==> src/rtl/dsh_pkg.sv <==
package dsh_pkg;

	// Point kinds within one square, in visiting order.
	localparam logic [2:0] PH_CENTER = 3'd0;
	localparam logic [2:0] PH_LEFT   = 3'd1;
	localparam logic [2:0] PH_TOP    = 3'd2;
	localparam logic [2:0] PH_RIGHT  = 3'd3;
	localparam logic [2:0] PH_BOTTOM = 3'd4;

	// Corners per generation and the last quadrant code.
	localparam logic [2:0] CORNER_COUNT = 3'd4;
	localparam logic [1:0] QUAD_LAST    = 2'd3;

	// Index of the last neighbour read per point.
	localparam logic [1:0] NB_LAST = 2'd3;

	typedef struct packed {
		logic       load_word;
		logic       acc_init;
		logic       clr_init;
		logic       clr_step;
		logic       rd_issue;
		logic [1:0] rd_sel;
		logic       div_start;
		logic       wr;
		logic       fin;
	} dsh_cmd_t;

	typedef struct packed {
		logic clr_done;
		logic div_busy;
		logic out_full;
	} dsh_sts_t;

endpackage

==> src/rtl/dsh_ctrl.sv <==
module dsh_ctrl #(
	parameter int MAX_LEVELS = 7
) (
	input  logic                            clk,
	input  logic                            arst_n,
	input  logic                            cfg_we,
	input  logic [2:0]                      cfg_wdata,
	input  logic                            in_valid,
	output logic                            in_ready,
	output dsh_pkg::dsh_cmd_t               cmd,
	input  dsh_pkg::dsh_sts_t               sts,
	output logic [$clog2(MAX_LEVELS+1)-1:0] gen_n,
	output logic [$clog2(MAX_LEVELS+1)-1:0] level,
	output logic [2:0]                      phase,
	output logic [MAX_LEVELS-1:0][1:0]      stack,
	output logic                            corner,
	output logic [1:0]                      corner_idx
);

	localparam int LW = $clog2(MAX_LEVELS + 1);

	localparam logic [2:0] S_IDLE = 3'd0;
	localparam logic [2:0] S_CLR  = 3'd1;
	localparam logic [2:0] S_CDIV = 3'd2;
	localparam logic [2:0] S_RD   = 3'd3;
	localparam logic [2:0] S_ACC  = 3'd4;
	localparam logic [2:0] S_MEAN = 3'd5;
	localparam logic [2:0] S_DIV  = 3'd6;
	localparam logic [2:0] S_WR   = 3'd7;

	logic [2:0]    state_q;
	logic [2:0]    levels_q;
	logic [LW-1:0] n_q, n_next, level_q, pop_lvl;
	logic [2:0]    phase_q, corner_cnt_q;
	logic [MAX_LEVELS-1:0][1:0] stack_q;
	logic [1:0]    rd_k_q;
	logic          accept, descend, fin;

	assign accept = in_valid && in_ready;
	assign in_ready = state_q == S_IDLE;
	assign corner = corner_cnt_q < dsh_pkg::CORNER_COUNT;

	always_comb begin
		if (levels_q == 3'd0) begin
			n_next = LW'(1);
		end else if (32'(levels_q) > MAX_LEVELS) begin
			n_next = LW'(MAX_LEVELS);
		end else begin
			n_next = LW'(levels_q);
		end
	end

	// Deepest enclosing square that still has a quadrant left.
	always_comb begin
		pop_lvl = '0;
		for (int d = 1; d <= MAX_LEVELS; d++) begin
			if (LW'(d) <= level_q && stack_q[d-1] != dsh_pkg::QUAD_LAST) begin
				pop_lvl = LW'(d);
			end
		end
	end

	assign descend = ({1'b0, level_q} + (LW+1)'(1)) < {1'b0, n_q};
	assign fin = !corner && phase_q == dsh_pkg::PH_BOTTOM && !descend && pop_lvl == '0;

	always_comb begin
		cmd = '0;
		cmd.load_word = accept;
		cmd.acc_init  = accept;
		cmd.clr_init  = accept && corner_cnt_q == '0;
		cmd.rd_sel    = rd_k_q;
		case (state_q)
			S_CLR:  cmd.clr_step = 1'b1;
			S_CDIV: cmd.div_start = 1'b1;
			S_RD:   cmd.rd_issue = 1'b1;
			S_WR: begin
				cmd.wr  = !sts.out_full;
				cmd.fin = fin;
			end
			default: ;
		endcase
	end

	always_ff @(posedge clk or negedge arst_n) begin
		if (!arst_n) begin
			levels_q <= 3'd7;
		end else if (cfg_we) begin
			levels_q <= cfg_wdata;
		end
	end

	always_ff @(posedge clk or negedge arst_n) begin
		if (!arst_n) begin
			state_q      <= S_IDLE;
			n_q          <= LW'(MAX_LEVELS);
			level_q      <= '0;
			phase_q      <= dsh_pkg::PH_CENTER;
			corner_cnt_q <= '0;
			stack_q      <= '0;
			rd_k_q       <= '0;
		end else begin
			case (state_q)
				S_IDLE: begin
					if (accept) begin
						rd_k_q <= '0;
						if (corner_cnt_q == '0) begin
							n_q     <= n_next;
							state_q <= S_CLR;
						end else if (corner) begin
							state_q <= S_CDIV;
						end else begin
							state_q <= S_RD;
						end
					end
				end
				S_CLR: begin
					if (sts.clr_done) begin
						state_q <= S_CDIV;
					end
				end
				S_CDIV: state_q <= S_DIV;
				S_RD: begin
					rd_k_q <= rd_k_q + 2'd1;
					if (rd_k_q == dsh_pkg::NB_LAST) begin
						state_q <= S_ACC;
					end
				end
				S_ACC:  state_q <= S_MEAN;
				S_MEAN: state_q <= S_WR;
				S_DIV: begin
					if (!sts.div_busy) begin
						state_q <= S_WR;
					end
				end
				S_WR: begin
					if (!sts.out_full) begin
						state_q <= S_IDLE;
						if (corner) begin
							corner_cnt_q <= corner_cnt_q + 3'd1;
							if (corner_cnt_q + 3'd1 == dsh_pkg::CORNER_COUNT) begin
								level_q <= '0;
								phase_q <= dsh_pkg::PH_CENTER;
								stack_q <= '0;
							end
						end else if (phase_q != dsh_pkg::PH_BOTTOM) begin
							phase_q <= phase_q + 3'd1;
						end else begin
							phase_q <= dsh_pkg::PH_CENTER;
							if (descend) begin
								level_q <= level_q + LW'(1);
								for (int d = 0; d < MAX_LEVELS; d++) begin
									if (LW'(d) == level_q) begin
										stack_q[d] <= '0;
									end
								end
							end else begin
								level_q <= pop_lvl;
								if (pop_lvl == '0) begin
									corner_cnt_q <= '0;
								end
								for (int d = 0; d < MAX_LEVELS; d++) begin
									if (LW'(d + 1) == pop_lvl) begin
										stack_q[d] <= stack_q[d] + 2'd1;
									end
								end
							end
						end
					end
				end
				default: state_q <= S_IDLE;
			endcase
		end
	end

	assign gen_n      = n_q;
	assign level      = level_q;
	assign phase      = phase_q;
	assign stack      = stack_q;
	assign corner_idx = corner_cnt_q[1:0];

endmodule

==> config.mk <==
export PLATFORM = sky130hd
export DESIGN_NAME = dsh_ctrl
export DESIGN_NICKNAME = d
export VERILOG_FILES = /design/src/rtl/dsh_pkg.sv /design/src/rtl/dsh_ctrl.sv
export SDC_FILE = /design/constraint.sdc
export NUM_CORES = 1
export LEC_CHECK = 0
export ABC_AREA = 1
export BUFFER_PORTS_ARGS = -buffer_cell sky130_fd_sc_hd__clkbuf_2
export CAP_MARGIN = 20
export CELL_PAD_IN_SITES_DETAIL_PLACEMENT = 1
export CELL_PAD_IN_SITES_GLOBAL_PLACEMENT = 2
export CORE_MARGIN = 10
export CORE_UTILIZATION = 31
export CTS_CLUSTER_SIZE = 30
export DETAILED_ROUTE_END_ITERATION = 8
export PLACE_DENSITY = 0.89
export SYNTH_ARGS = -nofsm -noshare
export SYNTH_HDL_FRONTEND = slang
export SYNTH_SLANG_ARGS = --single-unit
==> constraint.sdc <==
create_clock -name clk -period 2.8 [get_ports clk]
set_input_delay 0.56 -clock clk [delete_from_list [all_inputs] [get_ports clk]]
set_output_delay 0.56 -clock clk [all_outputs]
set_load 0.02 [all_outputs]
Word-level counts from Yosys, hierarchy flattened. Index checks and enable logic that the tools add are counted.

Bits in writable memories: 0. Flip-flop bits (word level): 34. Latch bits: 0. Output and inout port bits: 37. Word-level logic and storage cells: 174. Memories kept: 0. Bits in read-only memories: 0.

Add/subtract/negate cells: 12. Bitwise gates (word level): 1. $mul: 0. Equal/unequal tests: 46. Mux-type cells: 50. Div/mod/pow operators: 0. Shift operators: 0. $lt $le $gt $ge: 9. Reduce and logical (&&, ||, !) cells: 42.

Operators with widths (number): 3-bit 2-to-1 mux (22); 14-bit 2-to-1 mux (4); 6-bit AND reduction (7); 2-bit 2-to-1 mux (17); 2-bit != test, second input constant (13); 3-bit case mux with 8 select lines (1); 3-bit equality test, first input constant (7); 3-bit by 2-bit != test with 1-bit output, second input constant (7); 3-bit nonzero test (7); 3-bit equality test, second input constant (6); 2-bit by 1-bit adder with 2-bit output, second input constant (8); 3-bit logical NOT (5); 2-bit by 3-bit equality test with 1-bit output, first input constant (4); 3-bit <= comparator, first input constant (4); 1-bit logical AND (12); 5-bit AND reduction (2); 3-bit by 1-bit adder with 3-bit output, second input constant (3); 1-bit by 3-bit equality test with 1-bit output, first input constant (2); 3-bit by 2-bit equality test with 1-bit output, second input constant (2); 2-bit by 3-bit <= comparator with 1-bit output, first input constant (2); 3-bit AND reduction (2); 1-bit 2-to-1 mux (5); 3-bit by 1-bit adder with 4-bit output, second input constant (1); 4-bit by 3-bit < comparator with 1-bit output (1); 12 further kinds (16).

Depth between registers and ports, before layout. Gate-level depths: netlist of the first run.

Word-level depth: 14. Mapped depth: 15. Mapped depth without buffers: 14.

Least setup slack after synthesis of the first run. Ideal clock, no wire load.

Path kind: register -> output. From: reg level_q[0], in the netlist level[0]. To: out cmd[0] (netlist bit). Required time: 2.240 ns. Path slack: 0.054 ns. Cell stages (with the launch flop): 14. Arrival: 2.186 ns. Path through: dfrtp_1 > buf_6 > inv_1 > ha_1 > ha_1 > nand2_1 > nand2_1 > nand3_1 > nand2_2 > nand2_4 > inv_2 > buf_4 > nand3_1 > nor2_1.

RTL lines: from (decl) (RTL line dsh_ctrl.sv:33) `logic [LW-1:0] n_q, n_next, level_q, pop_lvl;`; from (signal assigned) (RTL line dsh_ctrl.sv:150) `level_q <= level_q + LW'(1);`; from (signal assigned) (RTL line dsh_ctrl.sv:157) `level_q <= pop_lvl;`; to (decl) (RTL line dsh_ctrl.sv:10) `output dsh_pkg::dsh_cmd_t cmd,`.

==> metrics.txt, run 1 <==
outcome complete, no violations; via count 2220; Async S/R FF share, synth 1.00; R2R setup slack 0.47 ns; GPL Wtd Cong 0.827; I/O pin count 47; CTS tree yes; Compound-Gate Fraction of Synth Area 0.116; synthesized net count approximately 350; Lkg Pwr roughly 1.5 nW; filler cell count roughly 950; ranking of synthesized cells by area dfrtp_1 (30%), nand2_1 (13%), ha_1 (11%), inv_1 (7.7%), dfstp_2 (6.7%); commonest cells after routing, fill and taps aside nand2_1 (79), inv_1 (45), clkbuf_2 (45); Mean Syn Cell Area 7.37 µm²; Post-Route WL around 6300 µm; met2 global-route usage 0.204; post-synth top area share 0.298; Slew Viols, Final 0; core area 0.00733 mm²; Adder-Cell Fraction of Synth Area 0.106; Max IR drop VDD roughly 0.40 mV; Netlist cell types 30; Post-synth EDFFs 0; Worst Path Max Fanout 4; drt initial violations 43; YS warnings 0; Crit path arrival time around 2.1 ns; met3 Usage GRT 0.0275; Final nets 401; clock-pin slew on the worst setup and hold paths roughly 0.07 ns; final setup fails 0; PortBufs 46; CP Capture Type output port; reg2reg start level[0]; XOR/XNOR share of the synthesized area 0; largest family of logic cells by synthesized area simple AND/OR/NAND/NOR gates; initial antenna violation count 0; CTS max path bufs 2; post-DP HPWL between 5000 and 6000 µm; Cell Pwr Density 1170 mW/mm²; register area share after synthesis 0.365; Post-Synth Simple-Gate Area 0.289; GRT busiest layer met2; Sequential Area around 860 µm²; number of global-route vias before repair about 2400; final setup skew between 0.004 and 0.005 ns; GRT Util Overall 0.117; critical-path cell list ha_1, ha_1, ha_1, nand3_2, nand2_2, nand2_4, inv_2, nand3_1, nor2_2, buf_4; Worst Reg-to-Reg Cells 14; relative slew slack 0.404; Yosys reg bits 34; Sink Count 34; Pwr Total ~3.3 mW; chip height 107 µm; Remaining Overflow, GRT 0; Critical Path Most Common Cell ha_1; commonest non-fill, non-tap cell in the layout nand2_1; H-tree levels 2; slowest CP cell dfrtp_1; Netlist Area Pre-Place between 0.002 and 0.0025 mm²; grt met1 use 0.139; DRC Markers 0; WL per Instance about 13 µm; multiplexer share of the synthesized area 0.00479; # Max-Cap Violations 0; Setup CP Type reg2out; FF-to-FF End stack[1]; Main synth FF type dfrtp_1; hold crit path type in2async; Critical Path RT around 2.2 ns; Starting Density 0.321; CTS Hold Buffers Added 0; final setup TNS 0 ns; Layout area overhead 19.6%; Ant. Diodes 0; vias per cell ~4.7; unrepaired setup endpoints after global routing no; worst-margin pin slew between 0.8 and 0.9 ns; Row Count 31; die area ~0.011 mm²; post-route core utilization 0.384; startpoint types flop; first-pass GRT wire length roughly 11000 µm; Final Cycle Share 0.958; Yosys top cell by area dfrtp_1; area of the multi-input gates 0.00124 mm²; Tmin final between 2 and 3 ns; critical path's top delay family adder cells; Worst-Skew Late Latency between 0.2 and 0.3 ns; DR pass1 iterations 4; layout cells sized above 1 0.269; Synth Instances 319; worst hold margin 0.390 ns; Chip Width about 110 µm; Crit path largest cell delay ~0.42 ns; FMAX between 0.3 and 0.4 GHz; final hold violation count 0; total CTS buffers 5; CTS root buffer clkbuf_8; post-route ant nets 0; largest net degree at the start of global routing 35; Buf/Inv on CP 2
## synth_stat cells, types with 2 or more instances
library cell / n
nand2_1: 80
inv_1: 48
nor2_1: 31
dfrtp_1: 28
ha_1: 20
o21ai_0: 20
nand3_1: 18
a21oi_1: 14
o21ai_1: 8
buf_4: 7
dfstp_2: 6
inv_2: 5
or2_2: 5
nand2_2: 3
nand4_1: 3
nor2_4: 3
nor3_1: 3
o211ai_1: 3
buf_6: 2
nand3b_1: 2
## worst max-delay path by stage
stage | start | end | slack, ns | cells after the start
finish | level[0] | cmd[0] | 0.12 | 10
global route | level[1] | cmd[0] | 0.006 | 12
CTS | level[0] | cmd[0] | 0.006 | 10
detailed placement | level[0] | cmd[0] | 0.27 | 12
global placement | level[0] | cmd[0] | 0.36 | 10
floorplan | level[0] | cmd[0] | 0.05 | 13
## registers in the layout (all words and copies together) (netlist names)
signal and cells:
level 3, state_q 3, levels_q 3, rd_k_q 2, phase 3, corner_cnt_q 3
gen_n 3, stack 14
## power by group
part | switching (mW) | total [mW] | leakage [nW] | internal [mW]
Clock | 0.189 | 0.388 | 0.0482 | 0.199
Sequential | 0.160 | 0.829 | 0.423 | 0.670
Combinational | 1.38 | 2.06 | 1.03 | 0.689
Total | 1.72 | 3.28 | 1.50 | 1.56
## kinds of logic (layout without fill, tap and decap cells)
| logic type | after synthesis | count (layout) |
|---|---|---|
| buffers and inverters | 63 | 116 |
| DFF | 34 | 34 |
| and+or+nand+nor | 151 | 151 |
| adders and majority gates | 20 | 20 |
| AOI/OAI and AO/OA | 50 | 50 |
| muxes | 1 | 1 |
## area by class of cell
class,instances,share of cell area
Clock inverter,1,0.00178
Sequential cell,34,0.306
Tap cell,99,0.0440
Inverter,54,0.0721
Clock buffer,7,0.0307
Multi-Input combinational cell,222,0.442
Timing Repair Buffer,54,0.104
## stage by stage
step,instances,setup WS (ns),instance area [µm²]
after floorplan,319,0.0541,2350
after global placement,461,0.362,2680
after detailed placement,461,0.270,2680
after CTS,471,0.00577,2790
after global routing,471,0.00554,2810
final,471,0.118,2810
## routing by layer
layer | vias to the layer above | wire length [µm]
met4 | 0 | 84
met5 | - | 0
met2 | 33 | 3180
met1 | 1075 | 2830
li1 | 1106 | -
met3 | 6 | 254
## repair_timing
action / CTS / global route
endpoints found under the setup margin: 1 / 1
buffers inserted: 2 / 0
pin swaps: 0 / 1
gates resized for setup: 3 / 10
gates cloned: 0 / 0
Power figures use the tool's default switching activity.
==> inputs of run 2 (changes only) <==
ABC_AREA = not set   (was 1)
CORE_UTILIZATION = 33   (was 31)
PLACE_DENSITY = 0.88   (was 0.89)
==> run 2 against run 1 <==
Register-to-register slack worse by 0.29 ns. Critical endpoint unchanged. Synthesized cell count is 19% lower. Setup slack worse by 0.034 ns. Highest routed layer unchanged. Total power is 25% higher. Maximum frequency is 1.2% lower.
==> metrics.txt, run 2 <==
M1 WL 3120 µm (+10%); CTS max path bufs 2 (unchanged); CTS tree yes; max reg flops 14 (unchanged); Flop pwr share 0.210 (-0.043); Worst-Skew Late Latency 0.30 ns (about the same); Netlist Area Pre-Place 0.00237 mm² (+0.80%); Worst Path Max Fanout 10 (+6); vias per cell 5.20 (+10%); post-DP HPWL 5340 µm (+4.2%); hold crit path type in2async; WL met2 3250 µm (+2.5%); first-pass GRT wire length 11600 µm (+3.8%); CTS Hold Buffers Added 0 (unchanged); Setup CP Type reg2out; die area 0.0110 mm² (-4.3%); GPL Wtd Cong 0.866 (+4.7%); relative slew slack 0.423 (+0.0183); Mean Syn Cell Area 9.15 µm² (+24%); Synth Instances 259 (-19%); most numerous cell in the Yosys netlist dfrtp_1; clock-pin slew on the worst setup and hold paths 0.07 ns (about the same); cell-internal power 2.07 mW (+33%); dpl cells 403 (-13%); worst-margin pin slew 0.866 ns (-0.0274 ns); number of global-route vias before repair 2357 (-1.3%); Async S/R FF share, synth 1.00 (unchanged); Row Count 30 (-3.2%); DR WL met3 370 µm (+46%); largest net degree at the start of global routing 35 (unchanged); Ant. Diodes 0 (unchanged); Remaining Overflow, GRT 0 (unchanged); register area share after synthesis 0.362 (-0.00289); Switch Pwr 2.02 mW (+17%); Post-synth EDFFs 0 (unchanged); CTS root buffer clkbuf_8; final hold violation count 0 (unchanged); Starting Density 0.343 (+0.0224); Critical Path RT 2.24 ns (about the same); H-tree levels 2 (unchanged); slowest CP cell dfrtp_1; Yosys top cell by area dfrtp_1; layout cells sized above 1 0.374 (+0.105); PortBufs 46 (unchanged); ranking of synthesized cells by area dfrtp_1 (30%), ha_1 (11%), dfstp_2 (6.6%), mux2_2 (4.7%), nand2_1 (3.8%); core area 0.00691 mm² (-5.8%); commonest non-fill, non-tap cell in the layout clkbuf_2; post-route ant nets 0 (unchanged); final setup TNS 0 ns (unchanged); CP Capture Type output port; Post-Route WL 6860 µm (+8.1%); # Max-Cap Violations 0 (unchanged); Setup WS pre-CTS 0.0602 ns (-0.210 ns); GRT Util Overall 0.127 (+0.00966); Sink Count 34 (unchanged); synthesized net count 289 (-17%); YS warnings 0 (unchanged); Layout area overhead 25.1%; WL per Instance 16.5 µm (+22%); Yosys reg bits 34 (unchanged); Net Sw Frac 0.495 (-0.0304); Crit path arrival time 2.16 ns (+0.04 ns); DR pass1 iterations 4 (unchanged); drt initial violations 54 (+26%); Logic pwr share 0.692 (+0.063); commonest cells after routing, fill and taps aside clkbuf_2 (45), dfrtp_1 (28), nand2_1 (23); Netlist cell types 60 (+100%); post-synth top area share 0.296 (-0.00236); DRC Markers 0 (unchanged); startpoint types flop; critical-path cell list buf_4, ha_2, a211o_1, a221oi_2, a211oi_2, nand2_1, nor2_2, buf_6; Crit path largest cell delay 0.40 ns (-0.02 ns); outcome complete, no violations; final setup fails 0 (unchanged); Area after DPL 0.00275 mm² (+2.8%); uppermost layer routed met4; design area 0.00297 mm² (+5.4%); Cell Pwr Density 1380 mW/mm² (+18%); Final nets 350 (-13%); post-route core utilization 0.429 (+0.0457); total CTS buffers 5 (unchanged); chip height 105 µm (-2.2%); via count 2167 (-2.4%); Commonest cells post-synth dfrtp_1 (28), nand2_1 (24), nor2_1 (23); Chip Width 105 µm (-2.2%); Max IR drop VDD 0.524 mV (+30%); filler cell count 844 (-11%); Layout Cells excl Fill 417 (-11%); Lkg Pwr 1.42 nW (-5.3%); final setup skew 0.0161 ns (+0.0118 ns); Final Cycle Share 0.970 (+0.0121); Main synth FF type dfrtp_1; initial antenna violation count 0 (unchanged); FMAX 0.368 GHz (-1.2%); Tmin final 2.72 ns (+0.0338 ns); Slew Viols, Final 0 (unchanged); setup ws final 0.0837 ns (-0.0338 ns); I/O pin count 47 (unchanged); power share of the clock group 0.098 (-0.020)
## run 2: layout make-up
class,count,area (µm²),share of cell area
clock inverter,2,12.5,0.00422
inverter,19,71.3,0.0241
clock buffer,6,82.6,0.0278
timing repair buffer,68,402,0.135
sequential,34,858,0.289
multi-input combinational,192,1420,0.478
tap,96,120,0.0405
## run 2: path summary, 6_finish.rpt
| path | start | end | slack (ns) | cells past startpoint |
|---|---|---|---|---|
| setup / recovery | level[1] | cmd[0] | 0.08 | 8 |
| hold / removal | arst_n | stack[3] | 0.36 | 1 |
| setup reg to reg | level[1] | stack[8] | 0.18 | 11 |
| hold reg to reg | gen_n[0] | gen_n[0] | 0.50 | 2 |
| max in group asynchronous | arst_n | stack[10] | 1.89 | 1 |
| min in group clk | cfg_wdata[2] | levels_q[2] | 0.50 | 2 |
## run 2: metal layers
metal / vias to the layer above / GRT usage
li1: 1046 / -
met3: 15 / 0.0424
met5: - / 0
met2: 46 / 0.204
met1: 1060 / 0.156
met4: 0 / 0.0412
## run 2: kinds of logic after synthesis
group / count (synthesis) / share of synthesized area
AND/OR/NAND/NOR: 87 / 0.188
AO/OA/AOI/OAI: 72 / 0.215
flip-flops: 34 / 0.362
buffers and inverters: 33 / 0.0697
adder cells (fa/ha/maj): 20 / 0.106
multiplexers: 12 / 0.0559
XOR/XNOR: 1 / 0.00369
## run 2: stage by stage
stage	hold slack, ns	power [mW]
4_1_cts	0.411	4.00
3_3_place_gp	0.486	3.36
6_report	0.360	4.09
3_5_place_dp	0.491	3.42
2_1_floorplan	0.264	2.54
5_1_grt	0.454	4.47
## run 2: what timing repair did
item / 4_1_cts / 5_1_grt
buffers inserted: 3 / 3
endpoints found under the setup margin: 1 / 7
pin swaps: 2 / 5
gates resized for setup: 7 / 12
## run 2: critical path, delay by kind of cell, from the launching register on
family          cells  cell delay, ns
compound gates      3            0.73
fa+ha+maj           1            0.22
flops               1            0.40
buf+inv             2            0.31
simple gates        2            0.19
## run 2: power by group through the flow
stage	Combinational, mW	Sequential [mW]	Clock (mW)
after CTS	2.73	0.860	0.411
after global routing	3.13	0.893	0.442
final	2.83	0.858	0.402
after global placement	2.50	0.855	0
after floorplan	1.59	0.953	0
after detailed placement	2.56	0.864	0
